<file path="config.mk">
export PLATFORM = sky130hd
export DESIGN_NAME = wsclock_page_replacement_top
export DESIGN_NICKNAME = d
export VERILOG_FILES = /design/src/design/wsc_pkg.sv /design/src/design/wsc_ram.sv /design/src/design/wsc_cmp.sv /design/src/design/wsclock_page_replacement_top.sv
export VERILOG_INCLUDE_DIRS = /design/src /design/src/design
export SDC_FILE = /design/constraint.sdc
export NUM_CORES = 2
export LEC_CHECK = 0
export ABC_CLOCK_PERIOD_IN_PS = 9700
export BUFFER_PORTS_ARGS = -buffer_cell sky130_fd_sc_hd__buf_2
export CAP_MARGIN = 20
export CORE_MARGIN = 3
export CORE_UTILIZATION = 63
export CTS_CLUSTER_SIZE = 40
export DETAILED_ROUTE_END_ITERATION = 7
export HOLD_SLACK_MARGIN = 0.12
export PLACE_DENSITY = 0.86
export SLEW_MARGIN = 0
export SYNTH_ARGS = -nofsm -noshare
export SYNTH_HDL_FRONTEND = slang
export SYNTH_SLANG_ARGS = --single-unit
</file>
<file path="constraint.sdc">
create_clock -name i_clk -period 9.7 [get_ports i_clk]
set_input_delay 0.97 -clock i_clk [delete_from_list [all_inputs] [get_ports i_clk]]
set_output_delay 0.97 -clock i_clk [all_outputs]
set_load 0.01 [all_outputs]
</file>
<file path="src/design/wsclock_page_replacement_top_macros.svh">
// Assertion macros used by the page replacement top level.
`ifndef WSCLOCK_PAGE_REPLACEMENT_TOP_MACROS_SVH
`define WSCLOCK_PAGE_REPLACEMENT_TOP_MACROS_SVH

`ifndef SYNTHESIS
`define WSC_ASSERT(label, prop, msg) \
    label: assert property (@(posedge i_clk) disable iff (!i_rst_n) prop) \
        else $error(msg);
`define WSC_ASSERT_NEXT(label, ante, cons, msg) \
    label: assert property (@(posedge i_clk) disable iff (!i_rst_n) (ante) |=> (cons)) \
        else $error(msg);
`else
`define WSC_ASSERT(label, prop, msg)
`define WSC_ASSERT_NEXT(label, ante, cons, msg)
`endif

`endif

</file>
<file path="src/design/wsc_pkg.sv">
// Types and constants of the WSClock page replacement block.
package wsc_pkg;

    localparam int FRAMES     = 64;
    localparam int FRAME_W    = $clog2(FRAMES);
    localparam int CNT_W      = $clog2(FRAMES + 1);
    localparam int ADDR_W     = 32;
    localparam int PAGE_SHIFT = 12;
    localparam int PAGE_W     = ADDR_W - PAGE_SHIFT;
    localparam int TIME_W     = 32;
    localparam int TOTAL_W    = 32;
    localparam int WR_W       = 7;
    localparam int DATA_W     = 32;
    localparam int PADDR_W    = 3;

    localparam logic REG_FRAMES = 1'b0;
    localparam logic REG_TAU    = 1'b1;

    typedef enum logic [1:0] {
        OUT_HIT   = 2'd0,
        OUT_FREE  = 2'd1,
        OUT_CLEAN = 2'd2,
        OUT_DIRTY = 2'd3
    } t_outcome;

    typedef enum logic [1:0] {
        ST_IDLE,
        ST_LOOK,
        ST_SWEEP,
        ST_COMMIT
    } t_state;

    typedef struct packed {
        logic [ADDR_W-1:0] address;
        logic              is_write;
    } t_in;

    typedef struct packed {
        t_outcome           outcome;
        logic [FRAME_W-1:0] frame_slot;
        logic [WR_W-1:0]    writes_this_access;
        logic [TOTAL_W-1:0] fault_total;
        logic [TOTAL_W-1:0] write_total;
    } t_out;

    // Verdict of the frame evaluation unit on the frame just read.
    typedef struct packed {
        logic              page_eq;
        logic              age_gt;
        logic              older;
        logic [TIME_W-1:0] cand;
    } t_eval;

endpackage

</file>
<file path="src/design/wsc_ram.sv">
// Generic simple dual-port RAM with registered read data.
module wsc_ram #(
    parameter int WIDTH = 32,
    parameter int DEPTH = 64
) (
    input  logic                     i_clk,
    input  logic                     i_we,
    input  logic [$clog2(DEPTH)-1:0] i_waddr,
    input  logic [WIDTH-1:0]         i_wdata,
    input  logic [$clog2(DEPTH)-1:0] i_raddr,
    output logic [WIDTH-1:0]         o_rdata
);

    logic [WIDTH-1:0] r_mem [DEPTH];
    logic [WIDTH-1:0] r_rdata;

    always_ff @(posedge i_clk) begin
        if (i_we) begin
            r_mem[i_waddr] <= i_wdata;
        end
        r_rdata <= r_mem[i_raddr];
    end

    assign o_rdata = r_rdata;

endmodule

</file>
<file path="src/design/wsc_cmp.sv">
// Shared frame evaluation unit: page match, age test and oldest-time compare.
module wsc_cmp
    import wsc_pkg::*;
(
    input  logic [PAGE_W-1:0] i_page,
    input  logic [PAGE_W-1:0] i_frame_page,
    input  logic [TIME_W-1:0] i_now,
    input  logic [TIME_W-1:0] i_frame_time,
    input  logic [TIME_W-1:0] i_tau,
    input  logic              i_ref,
    input  logic [TIME_W:0]   i_oldest,
    output t_eval             o_eval
);

    logic [TIME_W-1:0] age;
    logic [TIME_W-1:0] cand;

    // A referenced frame is re-timed before it takes part in the oldest search.
    assign cand = i_ref ? i_now : i_frame_time;
    assign age  = i_now - i_frame_time;

    always_comb begin
        o_eval.page_eq = (i_page == i_frame_page);
        o_eval.age_gt  = (age > i_tau);
        o_eval.older   = ({1'b0, cand} < i_oldest);
        o_eval.cand    = cand;
    end

endmodule

</file>
<file path="src/design/wsclock_page_replacement_top.sv">
// Top level of the WSClock page replacement block: sequencer, frame state and APB registers.
// An access walks the frames from slot 0 for a hit; a fault fills the next free frame or,
// when none is free, sweeps the frames from the clock hand for a victim.
// One access at a time: the walk and the sweep read one frame per cycle, and busy drops in
// the cycle that shows the result beat, so a new access is taken only from that cycle on.
// Reset is synchronous and active low; it empties the table and clears all totals.
`include "wsclock_page_replacement_top_macros.svh"

module wsclock_page_replacement_top
    import wsc_pkg::*;
(
    input  logic               i_clk,
    input  logic               i_rst_n,
    input  logic               start,
    input  t_in                i_item,
    output logic               busy,
    output logic               o_valid,
    output t_out               o_result,
    input  logic               psel,
    input  logic               penable,
    input  logic               pwrite,
    input  logic [PADDR_W-1:0] paddr,
    input  logic [DATA_W-1:0]  pwdata,
    output logic [DATA_W-1:0]  prdata,
    output logic               pready
);

    t_state              r_state, n_state;
    logic [CNT_W-1:0]    r_n;
    logic [TIME_W-1:0]   r_tau;
    logic [FRAMES-1:0]   r_valid, r_dirty, r_ref;
    logic [FRAME_W-1:0]  r_hand, r_fill;
    logic [CNT_W-1:0]    r_free;
    logic [TIME_W-1:0]   r_access;
    logic [TOTAL_W-1:0]  r_fault, r_wtot;
    logic [PAGE_W-1:0]   r_page;
    logic                r_wr;
    logic [TIME_W-1:0]   r_now;
    logic [FRAME_W-1:0]  r_ih, r_pidx, r_cnt, r_slot;
    logic                r_pend, r_evict;
    logic [TIME_W:0]     r_oldest;
    logic [WR_W-1:0]     r_writes;
    logic                r_out_valid;
    t_out                r_out;

    logic                accept, cfg_we;
    logic [CNT_W-1:0]    cfg_n;
    logic [TIME_W-1:0]   now_next;
    logic [PAGE_W-1:0]   page_rdata;
    logic [TIME_W-1:0]   time_rdata;
    t_eval               eval;
    logic                cnt_last, hit, s_ref, s_dirty, s_take;
    logic [FRAME_W-1:0]  ih_next, pidx_next, fill_next;
    logic                time_we, page_we;
    logic [FRAME_W-1:0]  time_waddr;
    logic                evict_dirty;
    logic [WR_W-1:0]     writes_fin;
    logic [TOTAL_W-1:0]  fault_next, wtot_next;
    logic [TOTAL_W:0]    wsum;
    t_outcome            commit_outcome;

    function automatic logic [FRAME_W-1:0] wrap_inc(input logic [FRAME_W-1:0] idx,
                                                    input logic [CNT_W-1:0] n);
        wrap_inc = ((CNT_W'(idx) + CNT_W'(1)) == n) ? '0 : idx + FRAME_W'(1);
    endfunction

    assign busy    = (r_state != ST_IDLE);
    assign accept  = start && !busy;
    assign pready  = 1'b1;
    assign cfg_we  = psel && penable && pwrite && pready;
    assign o_valid = r_out_valid;
    assign o_result = r_out;

    always_comb begin
        cfg_n = pwdata[CNT_W-1:0];
        if (cfg_n == '0) begin
            cfg_n = CNT_W'(1);
        end else if (cfg_n > CNT_W'(FRAMES)) begin
            cfg_n = CNT_W'(FRAMES);
        end
    end

    always_comb begin
        unique case (paddr[2])
            REG_FRAMES: prdata = DATA_W'(r_n);
            REG_TAU:    prdata = r_tau;
            default:    prdata = '0;
        endcase
    end

    assign now_next = (r_access == '1) ? r_access : r_access + TIME_W'(1);

    wsc_ram #(.WIDTH(PAGE_W), .DEPTH(FRAMES)) u_page_ram (
        .i_clk   (i_clk),
        .i_we    (page_we),
        .i_waddr (r_slot),
        .i_wdata (r_page),
        .i_raddr (r_ih),
        .o_rdata (page_rdata)
    );

    wsc_ram #(.WIDTH(TIME_W), .DEPTH(FRAMES)) u_time_ram (
        .i_clk   (i_clk),
        .i_we    (time_we),
        .i_waddr (time_waddr),
        .i_wdata (r_now),
        .i_raddr (r_ih),
        .o_rdata (time_rdata)
    );

    wsc_cmp u_cmp (
        .i_page       (r_page),
        .i_frame_page (page_rdata),
        .i_now        (r_now),
        .i_frame_time (time_rdata),
        .i_tau        (r_tau),
        .i_ref        (r_ref[r_pidx]),
        .i_oldest     (r_oldest),
        .o_eval       (eval)
    );

    assign cnt_last  = (CNT_W'(r_cnt) == (r_n - CNT_W'(1)));
    assign ih_next   = wrap_inc(r_ih, r_n);
    assign pidx_next = wrap_inc(r_pidx, r_n);
    assign fill_next = wrap_inc(r_fill, r_n);
    assign s_ref     = r_ref[r_pidx];
    assign s_dirty   = r_dirty[r_pidx];
    assign s_take    = !s_ref && !s_dirty && eval.age_gt;
    assign hit       = (r_state == ST_LOOK) && r_pend && r_valid[r_pidx] && eval.page_eq;

    assign evict_dirty = r_evict && r_dirty[r_slot];
    assign writes_fin  = r_writes + WR_W'(evict_dirty);
    assign fault_next  = (r_fault == '1) ? r_fault : r_fault + TOTAL_W'(1);
    assign wsum        = {1'b0, r_wtot} + (TOTAL_W + 1)'(writes_fin);
    assign wtot_next   = wsum[TOTAL_W] ? '1 : wsum[TOTAL_W-1:0];

    always_comb begin
        priority if (!r_evict) begin
            commit_outcome = OUT_FREE;
        end else if (evict_dirty) begin
            commit_outcome = OUT_DIRTY;
        end else begin
            commit_outcome = OUT_CLEAN;
        end
    end

    // Next state.
    always_comb begin
        n_state = r_state;
        unique case (r_state)
            ST_IDLE: begin
                if (accept) n_state = ST_LOOK;
            end
            ST_LOOK: begin
                if (hit) begin
                    n_state = ST_IDLE;
                end else if (r_pend && cnt_last) begin
                    n_state = (r_free != '0) ? ST_COMMIT : ST_SWEEP;
                end
            end
            ST_SWEEP: begin
                if (r_pend && (s_take || cnt_last)) n_state = ST_COMMIT;
            end
            ST_COMMIT: n_state = ST_IDLE;
            default:   n_state = ST_IDLE;
        endcase
    end

    // Memory write controls. Every time written is the current access time.
    always_comb begin
        time_we    = 1'b0;
        time_waddr = r_pidx;
        page_we    = 1'b0;
        unique case (r_state)
            ST_IDLE:  ;
            ST_LOOK:  time_we = hit;
            ST_SWEEP: time_we = r_pend && s_ref;
            ST_COMMIT: begin
                time_we    = 1'b1;
                time_waddr = r_slot;
                page_we    = 1'b1;
            end
            default: ;
        endcase
    end

    always_ff @(posedge i_clk) begin
        if (!i_rst_n) begin
            r_state     <= ST_IDLE;
            r_n         <= CNT_W'(FRAMES);
            r_tau       <= '0;
            r_valid     <= '0;
            r_dirty     <= '0;
            r_ref       <= '0;
            r_hand      <= '0;
            r_fill      <= '0;
            r_free      <= CNT_W'(FRAMES);
            r_access    <= '0;
            r_fault     <= '0;
            r_wtot      <= '0;
            r_pend      <= 1'b0;
            r_evict     <= 1'b0;
            r_out_valid <= 1'b0;
        end else begin
            r_state     <= n_state;
            r_out_valid <= 1'b0;
            unique case (r_state)
                ST_IDLE: begin
                    if (accept) begin
                        r_page   <= i_item.address[ADDR_W-1:PAGE_SHIFT];
                        r_wr     <= i_item.is_write;
                        r_now    <= now_next;
                        r_access <= now_next;
                        r_ih     <= '0;
                        r_cnt    <= '0;
                        r_pend   <= 1'b0;
                    end
                end
                ST_LOOK: begin
                    r_pend <= 1'b1;
                    r_pidx <= r_ih;
                    r_ih   <= ih_next;
                    if (r_pend) r_cnt <= r_cnt + FRAME_W'(1);
                    if (hit) begin
                        r_ref[r_pidx] <= 1'b1;
                        if (r_wr) r_dirty[r_pidx] <= 1'b1;
                        r_out_valid                 <= 1'b1;
                        r_out.outcome               <= OUT_HIT;
                        r_out.frame_slot            <= r_pidx;
                        r_out.writes_this_access    <= '0;
                        r_out.fault_total           <= r_fault;
                        r_out.write_total           <= r_wtot;
                    end else if (r_pend && cnt_last) begin
                        r_writes <= '0;
                        if (r_free != '0) begin
                            r_slot  <= r_fill;
                            r_fill  <= fill_next;
                            r_free  <= r_free - CNT_W'(1);
                            r_evict <= 1'b0;
                        end else begin
                            // Restart the read pipeline at the clock hand for the sweep.
                            r_ih     <= r_hand;
                            r_pend   <= 1'b0;
                            r_cnt    <= '0;
                            r_oldest <= {1'b1, {TIME_W{1'b0}}};
                            r_slot   <= '0;
                            r_evict  <= 1'b1;
                        end
                    end
                end
                ST_SWEEP: begin
                    r_pend <= 1'b1;
                    r_pidx <= r_ih;
                    r_ih   <= ih_next;
                    if (r_pend) begin
                        r_cnt <= r_cnt + FRAME_W'(1);
                        priority if (s_ref) begin
                            r_ref[r_pidx] <= 1'b0;
                        end else if (s_dirty) begin
                            r_dirty[r_pidx] <= 1'b0;
                            r_writes        <= r_writes + WR_W'(1);
                        end
                        if (s_take) begin
                            r_slot <= r_pidx;
                            r_hand <= pidx_next;
                        end else begin
                            if (eval.older) begin
                                r_oldest <= {1'b0, eval.cand};
                                r_slot   <= r_pidx;
                            end
                            if (cnt_last) r_hand <= pidx_next;
                        end
                    end
                end
                ST_COMMIT: begin
                    r_valid[r_slot]          <= 1'b1;
                    r_dirty[r_slot]          <= r_wr;
                    r_ref[r_slot]            <= 1'b1;
                    r_fault                  <= fault_next;
                    r_wtot                   <= wtot_next;
                    r_out_valid              <= 1'b1;
                    r_out.outcome            <= commit_outcome;
                    r_out.frame_slot         <= r_slot;
                    r_out.writes_this_access <= writes_fin;
                    r_out.fault_total        <= fault_next;
                    r_out.write_total        <= wtot_next;
                end
                default: ;
            endcase

            // Register writes must arrive only while idle (unchecked); a new frame count flushes the table.
            if (cfg_we) begin
                unique case (paddr[2])
                    REG_FRAMES: begin
                        r_n     <= cfg_n;
                        r_free  <= cfg_n;
                        r_valid <= '0;
                        r_dirty <= '0;
                        r_ref   <= '0;
                        r_hand  <= '0;
                        r_fill  <= '0;
                    end
                    REG_TAU: r_tau <= pwdata[TIME_W-1:0];
                    default: ;
                endcase
            end
        end
    end

    `WSC_ASSERT(a_result_after_work, o_valid |-> ($past(r_state) != ST_IDLE), "result beat without work")
    `WSC_ASSERT_NEXT(a_start_walks, start && !busy, r_state == ST_LOOK, "accepted access did not start the walk")
    `WSC_ASSERT(a_sweep_only_full, (r_state == ST_SWEEP) |-> (r_free == '0), "sweep with free frames left")
    `WSC_ASSERT(a_free_bounded, r_free <= r_n, "free count above frame count")
    `WSC_ASSERT(a_pointers_bounded, (CNT_W'(r_fill) < r_n) && (CNT_W'(r_hand) < r_n), "pointer beyond frame count")

endmodule

</file>
==> out/results.ini <==
[worst_setup_path]
crit_fanout=36
worstPathBufferInverterCount=3
worstSetupPathType=reg -> reg
critPathSlowestCell=edfxtp_1
critical_path.cell_chain=clkinv_1 > nand3_1 > o211ai_1 > a2111oi_1 > nand2_4 > buf_4 > mux2_2 > ha_1 > a21o_1 > a21o_1 > a211oi_1 > o21ai_0 > a222oi_1 > o21ai_0 > a21o_1 > a2111oi_4 > buf_4
timing.critical_path.to_type=register
worst_setup_path_start_kind=register
timing.critical_path.arrival_ns=8.96
worst_path_most_repeated_cell=a21o_1
crit_path_max_incr_delay_ns=0.79
cp.required_ns=10.33
cp_top_family=compound AO/OA/AOI/OAI gates

[timing]
max_clock_freq_mhz=120
slew_violations=0
report.final.hold_viol_count=0
fin_tns_setup_ns=0
timing.max_slew.rel_slack_pct=9.31
min_period_over_period_pct=85.9
timing.clock.skew_ns=0.119
rsz_0062_raised_after_global_routing=no
finalSetupViolCount=0
max_slew.worst_pin.slew_ns=1.35
finalWorstPathRequiredPeriod_ns=8.33

[cts]
clockRootBuffer=clkbuf_16
post_cts.resized_instances=0
cts_buffers=383
cts-hold-fix-buffers=10
clock_insertion_delay_worst_skew_ns=1.03
clock_sinks=3927
cts_max_path_buffers=4
htreeDepth=5
post-cts-setup-buffer-count=0
path_clk_slew_ns=0.08
tritoncts=done

[cells_and_area]
filler_instances=13600
area_growth_pct=11.7
final_cell_count_no_fill=13200
most-common-layout-cells=edfxtp_1 (3524), mux4_2 (827), nand2_1 (492)
final_common_cell=edfxtp_1
layout-drive-gt1-share_pct=21.6
finalNetCount=9728

[detailed_routing]
detail_route.first_pass.iterations=8
routed_wire_length_um=525000
post_drt_wl_per_cell_um=39.8
vias_per_cell=7.69
antenna_left=0
detailroute.via_count=101000
drc_errors=38
first_iter_violations=19900

[synthesis]
synth_sequential_area_ratio_pct=71.5
synth.ff_latch_count=3927
post_synthesis_cell_type_count=86
syn-mean-instance-area_um2=17.3
syn-instance-count=9220
synth_fp_nets=9412
postSynth.topFlopCell=edfxtp_1
synth_enable_flop_cells=3524
netlist_area_um2=159000
asyncSetResetFlopFracSynth_pct=0
synthesis.yosys.warnings=0

[global_routing]
number_of_antenna_violations_at_the_first_check_in_global_routing=31
grt_pass1_vias=101000
grt_remaining_overflow=0
grt_start_max_net_pins=132
grt_util_all_layers_pct=40.6
grt_first_pass_wirelength_um=741000

[run_status]
failed_checks=DRC
run_status=finished, violations left

[worst_hold_path]
class_of_the_most_critical_hold_timing_path=in -> reg

[power]
vdd.ir_drop.worst_mv=0.281
static_leak_nw=57.9
power_density_over_the_cells_nw_per_um2=217
design_power_total_mw=38.6

[placed_design]
gp_congestion=0.942
portBuffers=172
dpl.hpwl_um=266000
dp_cells=12500

[die]
initial_core_util_pct=63.7
floorplan.die.width_um=509
die_h_um=509
die-area_um2=259000
rows=183
core_area_um2=250000
top_level_ports=188

[run]
max_cap_viol_count=0

-- logic make-up after synthesis --
| family | synth area share, % |
|---|---|
| DFF | 71.5 |
| and+or+nand+nor | 4.42 |
| AOI/OAI and AO/OA | 5.84 |
| muxes | 14.3 |
| buffers and inverters | 1.79 |
| xor gates and xnor gates | 1.13 |
| adders and majority gates | 0.937 |
| other | 0.00236 |
-- metal layers --
metal	up-vias	global-route usage [%]	part of all wire [%]
li1	37600	-	-
met1	49800	48.0	30
met2	10900	63.4	47
met3	3142	11.2	13
met4	30	32.1	10
met5	-	0	0.036
-- per-stage QoR --
stage / utilization (%) / hold WS (ns) / area (um2) / worst slack, ns
detailed placement: 66.1 / 0.447 / 165000 / 2.22
finish: 71.1 / 0.140 / 178000 / 1.37
CTS: 71.0 / 0.121 / 178000 / 1.90
floorplan: - / 0.424 / 159000 / 1.09
global route: 71.1 / 0.121 / 178000 / 1.24
global placement: 66.1 / 0.443 / 165000 / 2.29
-- registers in the layout (all words and copies together) (netlist names), 33 cells and up, named ones only --
| signal | count |
|---|---|
| o_result | 79 |
| u_page_ram.r_mem | 1280 |
| r_dirty | 64 |
| u_time_ram.r_mem | 2048 |
| r_ref | 64 |
| r_valid | 64 |
| r_oldest | 33 |
-- synthesized netlist by cell type (22+ instances only) --
library cell,n,area [um2]
a211oi_1,65,488
a21o_1,70,526
a21oi_1,414,2070
a221oi_1,22,193
a22oi_1,34,255
a31oi_1,155,970
and2_1,105,657
and3_1,47,294
buf_1,103,387
buf_2,63,315
clkbuf_1,405,1520
dfxtp_1,403,8070
edfxtp_1,3524,106000
ha_1,116,1450
inv_1,145,544
mux2_2,74,833
mux2i_1,337,3370
mux4_2,827,18600
nand2_1,495,1860
nand3_1,149,746
nand4_1,49,307
nor2_1,485,1820
nor3_1,54,270
o211ai_1,28,210
o21a_1,27,203
o21ai_0,311,1560
o221ai_1,134,1170
o22ai_1,60,375
o311ai_0,53,464
or3_1,35,219
xnor2_1,140,1230
xor2_1,66,578
-- power breakdown --
part           switching [mW]  total, mW  internal (mW)
clock network            6.64       15.0           8.36
logic                    2.99       4.64           1.66
registers               0.240       18.9           18.7
-- path summary, 6_finish.rpt --
| check | startpoint | end | slack (ns) | cells past startpoint |
|---|---|---|---|---|
| setup / recovery | r_pidx[3]$_DFFE_PP_ | r_oldest[28]$_SDFFCE_PN0P_ | 1.37 | 17 |
| hold / removal | i_item[32] | r_page[19]$_DFFE_PP_ | 0.14 | 1 |
| setup reg to reg | r_pidx[3]$_DFFE_PP_ | r_oldest[28]$_SDFFCE_PN0P_ | 1.37 | 17 |
| hold reg to reg | r_tau[31]$_SDFFE_PN0P_ | r_tau[31]$_SDFFE_PN0P_ | 0.46 | 2 |
-- area by class of cell --
cell class	count	area, um2	share of cell area [%]
flip-flops and latches	3927	114000	64.1
multi-input cells	4565	43300	24.3
clock buffers	474	10100	5.66
well taps	3330	4170	2.34
repair buffers	508	3670	2.07
clock inverters	208	2070	1.16
inverters	151	589	0.332
diodes	20	50.0	0.0282
Note: power is estimated with default switching activity, not from simulation.
